==> src/design/ctt_pkg.sv <==
package ctt_pkg;

  typedef enum logic [2:0] {
    MODE_IDLE     = 3'd0,
    MODE_COMMENT  = 3'd1,
    MODE_WORD     = 3'd2,
    MODE_STRING   = 3'd3,
    MODE_ESCAPE   = 3'd4,
    MODE_DONE     = 3'd5,
    MODE_ERR_LONG = 3'd6,
    MODE_ERR_STR  = 3'd7
  } lex_mode_e;

  localparam logic [2:0] KIND_EOF      = 3'd0;
  localparam logic [2:0] KIND_NEWLINE  = 3'd1;
  localparam logic [2:0] KIND_EQUALS   = 3'd2;
  localparam logic [2:0] KIND_LBRACKET = 3'd3;
  localparam logic [2:0] KIND_RBRACKET = 3'd4;
  localparam logic [2:0] KIND_WORD     = 3'd5;
  localparam logic [2:0] KIND_STRING   = 3'd6;

  localparam logic [1:0] ERR_NONE     = 2'd0;
  localparam logic [1:0] ERR_TOO_LONG = 2'd1;
  localparam logic [1:0] ERR_UNTERM   = 2'd2;

  localparam logic [7:0] CH_NUL   = 8'h00;
  localparam logic [7:0] CH_HASH  = 8'h23;
  localparam logic [7:0] CH_EQ    = 8'h3d;
  localparam logic [7:0] CH_LBR   = 8'h5b;
  localparam logic [7:0] CH_RBR   = 8'h5d;
  localparam logic [7:0] CH_DQ    = 8'h22;
  localparam logic [7:0] CH_SQ    = 8'h27;
  localparam logic [7:0] CH_BSL   = 8'h5c;
  localparam logic [7:0] CH_SPACE = 8'h20;
  localparam logic [7:0] CH_TAB   = 8'h09;
  localparam logic [7:0] CH_CR    = 8'h0d;
  localparam logic [7:0] CH_LF    = 8'h0a;
  localparam logic [7:0] CH_N     = 8'h6e;
  localparam logic [7:0] CH_T     = 8'h74;
  localparam logic [7:0] CH_R     = 8'h72;

  localparam logic [15:0] LINE_MAX = 16'hffff;

  // output queue depth, room for two results per transaction
  localparam int unsigned OUT_DEPTH = 4;

  typedef struct packed {
    logic [2:0]  token_kind;
    logic [7:0]  text_byte;
    logic        text_valid;
    logic        token_end;
    logic [1:0]  error_code;
    logic [15:0] line_number;
  } res_t;

  typedef struct packed {
    lex_mode_e   mode;
    logic        quote_kind;
    logic [15:0] line_counter;
  } lex_state_t;

  function automatic logic is_blank(input logic [7:0] b);
    return b inside {CH_SPACE, CH_TAB, CH_CR};
  endfunction

  function automatic logic is_word_byte(input logic [7:0] b);
    return !(b inside {CH_NUL, CH_LF, CH_SPACE, CH_TAB, CH_CR, CH_HASH, CH_EQ,
                       CH_LBR, CH_RBR, CH_DQ, CH_SQ});
  endfunction

  function automatic logic [7:0] map_escape(input logic [7:0] b);
    logic [7:0] m;
    case (b)
      CH_N:    m = CH_LF;
      CH_T:    m = CH_TAB;
      CH_R:    m = CH_CR;
      default: m = b;
    endcase
    return m;
  endfunction

  function automatic logic [1:0] err_of(input lex_mode_e mode);
    logic [1:0] e;
    case (mode)
      MODE_ERR_LONG: e = ERR_TOO_LONG;
      MODE_ERR_STR:  e = ERR_UNTERM;
      default:       e = ERR_NONE;
    endcase
    return e;
  endfunction

  function automatic res_t mk_res(input logic [2:0] kind, input logic [7:0] b,
                                  input logic valid, input logic last,
                                  input lex_mode_e mode, input logic [15:0] line);
    res_t r;
    r.token_kind  = kind;
    r.text_byte   = b;
    r.text_valid  = valid;
    r.token_end   = last;
    r.error_code  = err_of(mode);
    r.line_number = line;
    return r;
  endfunction

endpackage

==> src/design/ctt_if.sv <==
interface ctt_in_if;
  import ctt_pkg::*;
  logic       valid;
  logic       ready;
  logic [7:0] in_byte;
  logic       end_of_input;

  modport source (output valid, output in_byte, output end_of_input, input ready);
  modport sink (input valid, input in_byte, input end_of_input, output ready);
endinterface

interface ctt_out_if;
  import ctt_pkg::*;
  logic        valid;
  logic        ready;
  logic [2:0]  token_kind;
  logic [7:0]  text_byte;
  logic        text_valid;
  logic        token_end;
  logic [1:0]  error_code;
  logic [15:0] line_number;

  modport source (output valid, output token_kind, output text_byte, output text_valid,
                  output token_end, output error_code, output line_number, input ready);
  modport sink (input valid, input token_kind, input text_byte, input text_valid,
                input token_end, input error_code, input line_number, output ready);
endinterface

==> src/design/ctt_lex_step.sv <==
module ctt_lex_step import ctt_pkg::*; #(
  parameter int unsigned MAX_TOKEN_LEN = 64,
  parameter int unsigned LenW = $clog2(MAX_TOKEN_LEN)
) (
  input  lex_state_t      st_i,
  input  logic [LenW-1:0] len_i,
  input  logic [7:0]      in_byte_i,
  input  logic            eoi_i,
  output lex_state_t      st_o,
  output logic [LenW-1:0] len_o,
  output res_t            res_o [2],
  output logic [1:0]      n_res_o
);

  localparam logic [LenW-1:0] LenLimit = LenW'(MAX_TOKEN_LEN - 1);

  lex_state_t      st_d;
  logic [LenW-1:0] len_d;
  res_t            res [2];
  logic [1:0]      n_res;
  logic            do_idle;
  logic            do_push;
  logic [2:0]      push_kind;
  logic [7:0]      push_byte;
  logic [LenW-1:0] push_base;

  always_comb begin
    st_d      = st_i;
    len_d     = len_i;
    res[0]    = '0;
    res[1]    = '0;
    n_res     = 2'd0;
    do_idle   = 1'b0;
    do_push   = 1'b0;
    push_kind = KIND_WORD;
    push_byte = '0;
    push_base = len_i;

    if (eoi_i) begin
      if (st_i.mode == MODE_WORD) begin
        st_d.mode = MODE_IDLE;
        res[n_res[0]] = mk_res(KIND_WORD, '0, 1'b0, 1'b1, st_d.mode, st_d.line_counter);
        n_res = n_res + 2'd1;
      end else if (st_i.mode == MODE_STRING || st_i.mode == MODE_ESCAPE) begin
        st_d.mode = MODE_ERR_STR;
        res[n_res[0]] = mk_res(KIND_STRING, '0, 1'b0, 1'b1, st_d.mode, st_d.line_counter);
        n_res = n_res + 2'd1;
      end
      if (st_d.mode != MODE_ERR_LONG && st_d.mode != MODE_ERR_STR) begin
        st_d.mode = MODE_DONE;
      end
      res[n_res[0]] = mk_res(KIND_EOF, '0, 1'b0, 1'b1, st_d.mode, st_d.line_counter);
      n_res = n_res + 2'd1;
    end else begin
      case (st_i.mode)
        MODE_IDLE: begin
          do_idle = 1'b1;
        end
        MODE_COMMENT: begin
          if (in_byte_i == CH_LF) begin
            st_d.mode = MODE_IDLE;
            do_idle   = 1'b1;
          end
        end
        MODE_WORD: begin
          if (in_byte_i != CH_NUL) begin
            if (is_word_byte(in_byte_i)) begin
              do_push   = 1'b1;
              push_kind = KIND_WORD;
              push_byte = in_byte_i;
            end else begin
              // boundary byte closes the word, then is lexed as in idle
              st_d.mode = MODE_IDLE;
              res[n_res[0]] = mk_res(KIND_WORD, '0, 1'b0, 1'b1, st_d.mode,
                                     st_d.line_counter);
              n_res   = n_res + 2'd1;
              do_idle = 1'b1;
            end
          end
        end
        MODE_STRING: begin
          if (in_byte_i == (st_i.quote_kind ? CH_SQ : CH_DQ)) begin
            st_d.mode = MODE_IDLE;
            res[n_res[0]] = mk_res(KIND_STRING, '0, 1'b0, 1'b1, st_d.mode,
                                   st_d.line_counter);
            n_res = n_res + 2'd1;
          end else if (in_byte_i == CH_BSL) begin
            st_d.mode = MODE_ESCAPE;
          end else begin
            do_push   = 1'b1;
            push_kind = KIND_STRING;
            push_byte = in_byte_i;
          end
        end
        MODE_ESCAPE: begin
          st_d.mode = MODE_STRING;
          do_push   = 1'b1;
          push_kind = KIND_STRING;
          push_byte = map_escape(in_byte_i);
        end
        default: begin
        end
      endcase

      if (do_idle && in_byte_i != CH_NUL && !is_blank(in_byte_i)) begin
        case (in_byte_i)
          CH_HASH: begin
            st_d.mode = MODE_COMMENT;
          end
          CH_LF: begin
            if (st_d.line_counter != LINE_MAX) begin
              st_d.line_counter = st_d.line_counter + 16'd1;
            end
            res[n_res[0]] = mk_res(KIND_NEWLINE, '0, 1'b0, 1'b1, st_d.mode,
                                   st_d.line_counter);
            n_res = n_res + 2'd1;
          end
          CH_EQ: begin
            res[n_res[0]] = mk_res(KIND_EQUALS, '0, 1'b0, 1'b1, st_d.mode,
                                   st_d.line_counter);
            n_res = n_res + 2'd1;
          end
          CH_LBR: begin
            res[n_res[0]] = mk_res(KIND_LBRACKET, '0, 1'b0, 1'b1, st_d.mode,
                                   st_d.line_counter);
            n_res = n_res + 2'd1;
          end
          CH_RBR: begin
            res[n_res[0]] = mk_res(KIND_RBRACKET, '0, 1'b0, 1'b1, st_d.mode,
                                   st_d.line_counter);
            n_res = n_res + 2'd1;
          end
          CH_DQ, CH_SQ: begin
            st_d.quote_kind = (in_byte_i == CH_SQ);
            len_d           = '0;
            st_d.mode       = MODE_STRING;
          end
          default: begin
            len_d     = '0;
            st_d.mode = MODE_WORD;
            do_push   = 1'b1;
            push_kind = KIND_WORD;
            push_byte = in_byte_i;
            push_base = '0;
          end
        endcase
      end

      if (do_push) begin
        if (push_base >= LenLimit) begin
          st_d.mode = MODE_ERR_LONG;
          res[n_res[0]] = mk_res(push_kind, '0, 1'b0, 1'b1, st_d.mode, st_d.line_counter);
        end else begin
          len_d = push_base + LenW'(1);
          res[n_res[0]] = mk_res(push_kind, push_byte, 1'b1, 1'b0, st_d.mode,
                                 st_d.line_counter);
        end
        n_res = n_res + 2'd1;
      end
    end
  end

  assign st_o     = st_d;
  assign len_o    = len_d;
  assign res_o[0] = res[0];
  assign res_o[1] = res[1];
  assign n_res_o  = n_res;

endmodule

==> src/design/ctt_out_fifo.sv <==
module ctt_out_fifo import ctt_pkg::*; (
  input  logic       clk_i,
  input  logic       rst_ni,
  input  res_t       push_data_i [2],
  input  logic [1:0] push_cnt_i,
  input  logic       pop_i,
  output res_t       head_o,
  output logic       valid_o,
  output logic       room2_o
);

  localparam int unsigned PtrW = $clog2(OUT_DEPTH);
  localparam int unsigned CntW = $clog2(OUT_DEPTH + 1);

  res_t            mem_q [OUT_DEPTH];
  logic [PtrW-1:0] wr_ptr_q, wr_ptr_d;
  logic [PtrW-1:0] rd_ptr_q, rd_ptr_d;
  logic [CntW-1:0] cnt_q, cnt_d;
  logic            do_pop;
  logic [PtrW-1:0] wr_ptr_nx;

  assign valid_o   = (cnt_q != '0);
  assign head_o    = mem_q[rd_ptr_q];
  assign room2_o   = (cnt_q <= CntW'(OUT_DEPTH - 2));
  assign do_pop    = pop_i && valid_o;
  assign wr_ptr_nx = wr_ptr_q + PtrW'(1);

  always_comb begin
    wr_ptr_d = wr_ptr_q + PtrW'(push_cnt_i);
    rd_ptr_d = rd_ptr_q + PtrW'(do_pop);
    cnt_d    = cnt_q + CntW'(push_cnt_i) - CntW'(do_pop);
  end

  always_ff @(posedge clk_i or negedge rst_ni) begin
    if (!rst_ni) begin
      wr_ptr_q <= '0;
      rd_ptr_q <= '0;
      cnt_q    <= '0;
    end else begin
      wr_ptr_q <= wr_ptr_d;
      rd_ptr_q <= rd_ptr_d;
      cnt_q    <= cnt_d;
    end
  end

  always_ff @(posedge clk_i) begin
    if (push_cnt_i != 2'd0) begin
      mem_q[wr_ptr_q] <= push_data_i[0];
    end
    if (push_cnt_i == 2'd2) begin
      mem_q[wr_ptr_nx] <= push_data_i[1];
    end
  end

endmodule

==> src/design/config_text_tokenizer.sv <==
// channel | dir | payload                                        | accepted
// in_i    | in  | in_byte[7:0], end_of_input                     | valid && ready
// out_o   | out | token_kind, text_byte, text_valid, token_end,  | valid && ready
//         |     | error_code, line_number                        |
// one input transaction per cycle; lexing is one combinational pass on the
// accepted byte against the mode registers, results land in a 4-entry queue
// an item gives zero, one or two results; the result side drains one result
// a cycle while out_o.ready is high
// in_i.ready drops while the queue has fewer than two free entries
// asynchronous active-low reset: idle mode, line counter one, queue empty
module config_text_tokenizer import ctt_pkg::*; #(
  parameter int unsigned MAX_TOKEN_LEN = 64
) (
  input logic       clk_i,
  input logic       rst_ni,
  ctt_in_if.sink    in_i,
  ctt_out_if.source out_o
);

  localparam int unsigned LenW = $clog2(MAX_TOKEN_LEN);

  lex_state_t      st_q, st_d;
  logic [LenW-1:0] len_q, len_d;
  res_t            step_res [2];
  logic [1:0]      step_n;
  logic [1:0]      push_cnt;
  logic            in_fire;
  logic            room2;
  res_t            head;

  assign in_i.ready = room2;
  assign in_fire    = in_i.valid && room2;
  assign push_cnt   = in_fire ? step_n : 2'd0;

  ctt_lex_step #(
    .MAX_TOKEN_LEN(MAX_TOKEN_LEN),
    .LenW         (LenW)
  ) u_step (
    .st_i     (st_q),
    .len_i    (len_q),
    .in_byte_i(in_i.in_byte),
    .eoi_i    (in_i.end_of_input),
    .st_o     (st_d),
    .len_o    (len_d),
    .res_o    (step_res),
    .n_res_o  (step_n)
  );

  always_ff @(posedge clk_i or negedge rst_ni) begin
    if (!rst_ni) begin
      st_q.mode         <= MODE_IDLE;
      st_q.quote_kind   <= 1'b0;
      st_q.line_counter <= 16'd1;
      len_q             <= '0;
    end else if (in_fire) begin
      st_q  <= st_d;
      len_q <= len_d;
    end
  end

  ctt_out_fifo u_fifo (
    .clk_i      (clk_i),
    .rst_ni     (rst_ni),
    .push_data_i(step_res),
    .push_cnt_i (push_cnt),
    .pop_i      (out_o.ready),
    .head_o     (head),
    .valid_o    (out_o.valid),
    .room2_o    (room2)
  );

  assign out_o.token_kind  = head.token_kind;
  assign out_o.text_byte   = head.text_byte;
  assign out_o.text_valid  = head.text_valid;
  assign out_o.token_end   = head.token_end;
  assign out_o.error_code  = head.error_code;
  assign out_o.line_number = head.line_number;

endmodule

==> src/flat_wrapper.sv <==
// flat-port wrapper written by rule: the top's interface ports become plain ports
module config_text_tokenizer_flat import ctt_pkg::*;
#(
  parameter int unsigned MAX_TOKEN_LEN = 64
)
  (clk_i, rst_ni, in_i_valid, in_i_in_byte, in_i_end_of_input, in_i_ready, out_o_valid, out_o_token_kind, out_o_text_byte, out_o_text_valid, out_o_token_end, out_o_error_code, out_o_line_number, out_o_ready);
  ctt_in_if in_i_i ();
  ctt_out_if out_o_i ();
  input logic clk_i;
  input logic rst_ni;
  input wire logic [$bits(in_i_i.valid)-1:0] in_i_valid;
  input wire logic [$bits(in_i_i.in_byte)-1:0] in_i_in_byte;
  input wire logic [$bits(in_i_i.end_of_input)-1:0] in_i_end_of_input;
  output wire logic [$bits(in_i_i.ready)-1:0] in_i_ready;
  output wire logic [$bits(out_o_i.valid)-1:0] out_o_valid;
  output wire logic [$bits(out_o_i.token_kind)-1:0] out_o_token_kind;
  output wire logic [$bits(out_o_i.text_byte)-1:0] out_o_text_byte;
  output wire logic [$bits(out_o_i.text_valid)-1:0] out_o_text_valid;
  output wire logic [$bits(out_o_i.token_end)-1:0] out_o_token_end;
  output wire logic [$bits(out_o_i.error_code)-1:0] out_o_error_code;
  output wire logic [$bits(out_o_i.line_number)-1:0] out_o_line_number;
  input wire logic [$bits(out_o_i.ready)-1:0] out_o_ready;
  assign in_i_i.valid = in_i_valid;
  assign in_i_i.in_byte = in_i_in_byte;
  assign in_i_i.end_of_input = in_i_end_of_input;
  assign in_i_ready = in_i_i.ready;
  assign out_o_valid = out_o_i.valid;
  assign out_o_token_kind = out_o_i.token_kind;
  assign out_o_text_byte = out_o_i.text_byte;
  assign out_o_text_valid = out_o_i.text_valid;
  assign out_o_token_end = out_o_i.token_end;
  assign out_o_error_code = out_o_i.error_code;
  assign out_o_line_number = out_o_i.line_number;
  assign out_o_i.ready = out_o_ready;
  config_text_tokenizer #(.MAX_TOKEN_LEN(MAX_TOKEN_LEN)) u_core (.clk_i(clk_i), .rst_ni(rst_ni), .in_i(in_i_i), .out_o(out_o_i));
endmodule
==> config.mk <==
export PLATFORM = sky130hd
export DESIGN_NAME = config_text_tokenizer_flat
export DESIGN_NICKNAME = d
export VERILOG_FILES = /design/src/design/ctt_pkg.sv /design/src/design/ctt_if.sv /design/src/design/ctt_lex_step.sv /design/src/design/ctt_out_fifo.sv /design/src/design/config_text_tokenizer.sv /design/src/flat_wrapper.sv
export SDC_FILE = /design/constraint.sdc
export NUM_CORES = 1
export LEC_CHECK = 0
export ABC_AREA = 1
export BUFFER_PORTS_ARGS = -buffer_cell sky130_fd_sc_hd__buf_2
export CAP_MARGIN = 20
export CORE_UTILIZATION = 62
export CTS_CLUSTER_DIAMETER = 60
export DETAILED_ROUTE_END_ITERATION = 7
export PLACE_DENSITY = 0.8
export SETUP_SLACK_MARGIN = 0.15
export SYNTH_ARGS = -nofsm -noshare
export SYNTH_HDL_FRONTEND = slang
export SYNTH_SLANG_ARGS = --single-unit
==> constraint.sdc <==
create_clock -name clk_i -period 6.4 [get_ports clk_i]
set_input_delay 0 -clock clk_i [delete_from_list [all_inputs] [get_ports clk_i]]
set_output_delay 0 -clock clk_i [all_outputs]
set_load 0.02 [all_outputs]
### Yosys cells after proc, flatten, opt, wreduce, memory -nomap -nowiden

Memories as Yosys holds them, arrays and structs flattened.
Index checks and enable logic that the tools add are counted.

| storage, ports and cells | value |
|---|---|
| bits in registers | 33 |
| memory bits (writable) | 124 |
| bits of input ports | 13 |
| output and inout bits | 33 |
| word-level logic and storage cells | 211 |
| memories | 1 |

| operators by class | value |
|---|---|
| $add $sub $neg | 10 |
| $lt $le $gt $ge | 8 |
| equal/unequal tests | 29 |
| mux-type cells | 127 |
| bitwise operators | 4 |
| reduce and logical (&&, ||, !) cells | 25 |

Memory list:

| memory | words | bits a word | read ports | clocked after memory_dff | write ports | line | source |
|---|---|---|---|---|---|---|---|
| u_core.u_fifo.mem_q | 4 | 31 | 1 | 0 | 2 | ctt_out_fifo.sv:15 | `res_t mem_q [OUT_DEPTH];` |

Operator list:

| cell | count |
|---|---|
| $bwmux W62 | 7 |
| $mux W31 | 10 |
| $mux W62 | 5 |
| $pmux W62 S4 | 1 |
| $demux W31 S1 | 3 |
| $mux W16 | 5 |
| $pmux W31 S2 | 1 |
| $mux W2 | 29 |
| $mux W8 | 7 |
| $mux W3 | 18 |
| $eq A8 B7 Y1 const B | 6 |
| $pmux W8 S3 | 2 |
| $mux W6 | 7 |
| $eq A8 B6 Y1 const B | 5 |
| $mux W20 | 2 |
| $eq A8 B4 Y1 const B | 3 |
| $eq A3 B3 Y1 const B | 7 |
| $mux W1 | 21 |
| $add A16 B1 Y16 const B | 1 |
| $ne A16 B16 Y1 const B | 1 |
| $pmux W2 S2 | 4 |
| $pmux W3 S4 | 1 |
| $reduce_bool A11 Y1 | 1 |
| $pmux W3 S3 | 1 |
| other kinds (33) | 55 |

### Logic depth before layout (Yosys ltp)

| logic depth | value |
|---|---|
| depth after elaboration | 22 |
| mapped depth | 27 |
| mapped depth without buffers | 23 |

### Hierarchy

Synthesis repeated with hierarchy kept, for this count alone.

| second synthesis, totals | value |
|---|---|
| cell total of the unflattened synthesis | 1494 |
| area, all modules | 11189.5 um^2 |

Modules (own cells, without submodules):

| module | instances | cells an instance | area an instance (um^2) |
|---|---|---|---|
| ctt_out_fifo | 1 | 691 | 6737.7 |
| ctt_lex_step | 1 | 686 | 3364.5 |
| config_text_tokenizer | 1 | 117 | 1087.3 |

### Worst setup path before layout

No wires, ideal clock.

| timing path | value |
|---|---|
| path kind | register to register |
| from | register u_core.st_q[19] (netlist bit) |
| to | register u_core.u_fifo.cnt_q[2] |
| arrival | 3.416 ns |
| required time | 6.271 ns |
| setup slack | 2.855 ns |
| stages on the path, launching flop included | 24 |
| buffers on the path | 3 |
| clock period less this slack | 3.545 ns |
| cell sequence | dfrtp_1 -> clkbuf_1 -> nor2_2 -> inv_2 -> nor2_4 -> inv_1 -> nor2_1 -> nand2_2 -> nand2_2 -> ha_1 -> nand3_1 -> nand2_2 -> nand2_1 -> nand3_1 -> nand2_2 -> buf_4 -> buf_2 -> ha_1 -> inv_1 -> ha_1 -> inv_1 -> fa_1 -> xnor2_1 -> xor2_1 |

| on the way | value |
|---|---|
| word-level cells in the longest chain between the ends | 13 |
| elaborated cells on any way between the ends | 30 |
| those cells by class | add/sub (5); eq/ne (4); mux (17); reduce/logical (4) |

RTL lines:

| item | line | source |
|---|---|---|
| from (decl) | config_text_tokenizer.sv:22 | `lex_state_t st_q, st_d;` |
| from (signal assigned) | config_text_tokenizer.sv:56 | `st_q <= st_d;` |
| $eq A3 B2 Y1 (tied with other cells) | ctt_lex_step.sv:44, ctt_lex_step.sv:55 |  |
| $pmux W1 S2 or $pmux W1 S3 (tied branches) | ctt_lex_step.sv:55 | `case (st_i.mode)` |
| $mux W2 or $mux W1 (tied branches) | ctt_lex_step.sv:39 | `if (eoi_i) begin` |
| $add A2 B1 Y2 or $logic_and A1 B1 Y1 (tied branches) | n/a |  |
| $mux W2 or $logic_and A1 B1 Y1 (tied branches) | n/a |  |
| $mux W2 | ctt_lex_step.sv:105 | `if (do_idle && in_byte_i != CH_NUL && !is_blank(in_byte_i)) begin` |
| $mux W2 | ctt_lex_step.sv:39 |  |
| $add A2 B1 Y2 | ctt_lex_step.sv:158 | `n_res = n_res + 2'd1;` |
| $mux W2 | ctt_lex_step.sv:149 | `if (do_push) begin` |
| $mux W2 (*) | ctt_lex_step.sv:39 |  |
| $mux W2 (*) | config_text_tokenizer.sv:33 | `assign push_cnt = in_fire ? step_n : 2'd0;` |
| $add A3 B2 Y3 (*) | ctt_out_fifo.sv:31 | `cnt_d = cnt_q + CntW'(push_cnt_i) - CntW'(do_pop);` |
| $sub A3 B1 Y3 (*) | ctt_out_fifo.sv:31 |  |
| via u_core.u_fifo.cnt_d[2] | ctt_out_fifo.sv:18 | `logic [CntW-1:0] cnt_q, cnt_d;` |
| to (signal assigned) | ctt_out_fifo.sv:42 | `cnt_q <= cnt_d;` |
| to (decl) | ctt_out_fifo.sv:18 |  |

Mark *: on every way through the listed nets, which the timed path passes. The rest lies on a longest branch. The select of a mux whose other input is x is not followed.
A chain may end at the register's enable or synchronous reset.

==> results.py <==
metrics = {
    "cells_and_area": {
        "nets": 1503,
        "drive_gt1_frac": 0.0944,
        "n_antenna_cell": 0,
        "fillerInstances": 1379,
        "final_cells": 1713,
        "syn_to_final_growth_pct": 8.57,
    },
    "sta": {
        "max_freq_ghz": 0.235,
        "fin_skew_ns": 0.0109,
        "min_period_over_period": 0.666,
        "timing.final.max_slew_violations": 0,
        "finalSetupTns_ns": 0,
        "hold_viol": 0,
        "slew-limit-headroom": 0.269,
        "worstMarginPinSlew_ns": 1.09,
        "min_period_ns": 4.26,
        "rsz0062_at_grt": "no",
        "setup_viol": 0,
    },
    "worst_setup_path": {
        "crit_path_start_kind": "flop",
        "r2r_end": "u_core.u_fifo.mem_q[1][2]",
        "end_kind": "flop",
        "criticalPathCategory": "flop to flop",
        "critPathCapture": "u_core.u_fifo.mem_q[1][2]",
        "cp_cell_sequence": "nand2_1 -> inv_1 -> nor3_2 -> nand3_2 -> nand2_1 -> nand2_1 -> nand2_1 -> nand2_1 -> nand2_2 -> nand4_1 -> buf_4 -> nand2_1 -> buf_12",
        "crit_top_cell": "nand2_1",
        "r2r_cells": 13,
        "critical_path_arrival_ns": 4.40,
        "crit_slowest_cell": "nand2_1",
        "cp_top_family": "simple AND/OR/NAND/NOR gates",
        "crit_start": "u_core.st_q[17]",
        "cp.depth": 13,
        "critPathMaxStageDelay_ns": 0.52,
        "reg2reg_from": "u_core.st_q[17]",
        "cp.required_ns": 6.53,
        "worst-path-buf-inv": 3,
        "worstPathMaxFanout": 23,
        "r2r_slack_ns": 2.14,
    },
    "route": {
        "final_antenna_net_count": 0,
        "wl_per_cell_um": 17.8,
        "viasPerCell": 6.14,
        "drc": 0,
        "drt-initial-drc-count": 1313,
        "finalWirelength_mm": 30.4,
        "dr.pass1.iters": 6,
        "via_count": 10512,
    },
    "clock_network": {
        "cts.sinks": 157,
        "clk_latency_ns": 0.44,
        "htreeDepth": 4,
        "postCtsSetupRepairBufs": 0,
        "clk_root_buffer_cell": "clkbuf_16",
        "cts_made_buffers": 17,
        "cts.clk_slew.worst_paths_ns": 0.07,
        "clockBufferDepth": 2,
        "cts_tree": "built",
    },
    "synthesis": {
        "synth_edf_count": 124,
        "ys_ff_latch": 157,
        "synth_most_common_cell": "nand2_1",
        "synth_cells": 1484,
        "yosys.cell_types.count": 48,
        "yosysTopAreaCellShare": 0.348,
        "syn_area_sq_mm": 0.0107,
        "synthFlopType": "edfxtp_1",
        "yosys_warnings": 0,
        "synth_common_cells": "nand2_1 (502), o21ai_0 (162), nand3_1 (142), edfxtp_1 (124), nor2_1 (118)",
        "avgSynthCellArea_sq_um": 7.21,
        "synthTopCellsByArea": "edfxtp_1 (35%), nand2_1 (18%), o21ai_0 (7.6%), dfrtp_1 (7.5%), nand3_1 (6.6%)",
        "synth_fp_nets": 1507,
        "ys_seq_area_frac": 0.425,
        "async_flop_share": 0.210,
        "synth_area_leader_cell": "edfxtp_1",
    },
    "floorplan": {
        "die_area_sq_mm": 0.0178,
        "core_sq_mm": 0.0167,
        "boundaryPins": 46,
        "core.rowCount": 47,
        "die_h_um": 133,
        "start_util": 0.641,
        "fp.dieW_um": 133,
    },
    "global_routing": {
        "grt_first_pass_wirelength_mm": 48.0,
        "overflow": 0,
        "grt_max_degree": 101,
        "grt_usage": 0.348,
        "first_global_vias": 9316,
        "antenna_found_initial": 0,
    },
    "power": {
        "p_per_area_mw_per_mm2": 432,
        "combPwrFrac": 0.471,
        "p_clk_frac": 0.215,
        "netSwitchingFraction": 0.455,
        "p_leak_nw": 5.09,
        "p_int_mw": 2.74,
        "pwr-share-seq": 0.314,
        "peakVddDrop_v": 0.000240,
        "p_sw_mw": 2.28,
    },
    "worst_hold_path": {
        "hold_class": "input pin to flop",
        "min_from": "in_i_in_byte[5]",
    },
    "placed_design": {
        "hpwl_mm": 19.5,
        "place_inst": 1677,
        "port_buffers": 45,
        "place.gp.congestion": 0.974,
    },
    "flow_run": {
        "cap_violations": 0,
    },
    "outcome": {
        "status": "finished clean",
    },
}
-- flip-flops by register name, summed over array words and instances (netlist names) --
register                flops
u_core.u_fifo.mem_q       124
u_core.u_fifo.cnt_q         3
u_core.st_q                20
u_core.u_fifo.wr_ptr_q      2
u_core.len_q                6
u_core.u_fifo.rd_ptr_q      2
-- metrics by stage --
step | total power, mW | instance area [sq um] | setup WS, ns | utilization | hold WS [ns]
final | 5.02 | 11600 | 2.14 | 0.696 | 0.0643
after floorplan | 3.21 | 10700 | 2.86 | - | -0.296
after CTS | 4.97 | 11600 | 2.12 | 0.692 | 0.0625
after detailed placement | 3.88 | 10900 | 1.89 | 0.654 | 0.160
after global placement | 3.83 | 10900 | 2.03 | 0.652 | 0.142
after global routing | 5.30 | 11600 | 1.90 | 0.696 | 0.122
-- worst reg2reg max path, delay by kind of cell, from the launching register on --
family                 cells  cell delay (ns)
buffers and inverters      3             0.63
flip-flops                 1             0.49
AND/OR/NAND/NOR           10             2.82
-- cells by family after synthesis --
family                   count (synthesis)  share of synthesized area
adder cells (fa/ha/maj)                 10                     0.0124
AO/OA/AOI/OAI                          284                      0.143
AND/OR/NAND/NOR                        841                      0.333
flip-flops                             157                      0.425
buffers and inverters                  177                     0.0737
XOR/XNOR                                15                     0.0123
-- cells in the final DEF (no fill, tap or decap), types with 3 or more instances in the layout --
master     instances
nand2_2           13
a21boi_0           6
bufinv_16          3
nor3_1            18
nand2_1          502
clkinv_1           3
xnor2_1            3
xor2_1            12
nand3_2            3
nor2_4             3
nor2_2             6
o21ai_1           22
o22ai_1           39
ha_1               9
dfrtp_1           32
o211ai_1           4
a31oi_1            3
nand4_1           32
o21ai_0          162
clkbuf_16         17
inv_2              9
a21oi_1           37
buf_2             45
nand3_1          142
inv_6              6
edfxtp_1         124
inv_1             72
buf_4             17
nor2_1           115
-- per-layer routing --
layer | routed length [um] | track usage | vias up
li1 | - | - | 5027
met1 | 12200 | 0.475 | 4755
met2 | 13900 | 0.552 | 672
met3 | 3740 | 0.0734 | 58
met4 | 528 | 0.117 | 0
met5 | 0 | 0 | -
-- worst min path at each step --
stage	end	slack, ns	depth (start not counted)
2_1_floorplan	u_core.len_q[0]	-0.30	0
3_3_place_gp	u_core.u_fifo.cnt_q[2]	0.14	1
3_5_place_dp	u_core.u_fifo.wr_ptr_q[0]	0.16	1
4_1_cts	u_core.st_q[16]	0.06	5
5_1_grt	u_core.st_q[16]	0.12	5
6_report	u_core.st_q[16]	0.06	5
-- repair_timing --
| item | 4_1_cts | 5_1_grt |
|---|---|---|
| hold buffers | 2 | 0 |
| endpoints found under the hold margin | 33 | 0 |
| gates resized for setup | 0 | 0 |
-- power groups by stage --
stage,clock network [mW],logic (mW),registers [mW]
floorplan,0,1.67,1.54
global placement,0,2.24,1.59
detailed placement,0,2.29,1.59
CTS,1.09,2.31,1.57
global route,1.12,2.58,1.60
finish,1.08,2.36,1.58
-- final cells by class --
cell class / instances / area, sq um / area share
Timing Repair Buffer: 69 / 474 / 0.0408
Clock buffer: 18 / 429 / 0.0369
Inverter: 85 / 322 / 0.0277
Multi-Input combinational cell: 1150 / 5370 / 0.462
Tap cell: 220 / 275 / 0.0237
Clock inverter: 14 / 198 / 0.0170
Sequential cell: 157 / 4550 / 0.392
Note: power is estimated with default switching activity, not from simulation.
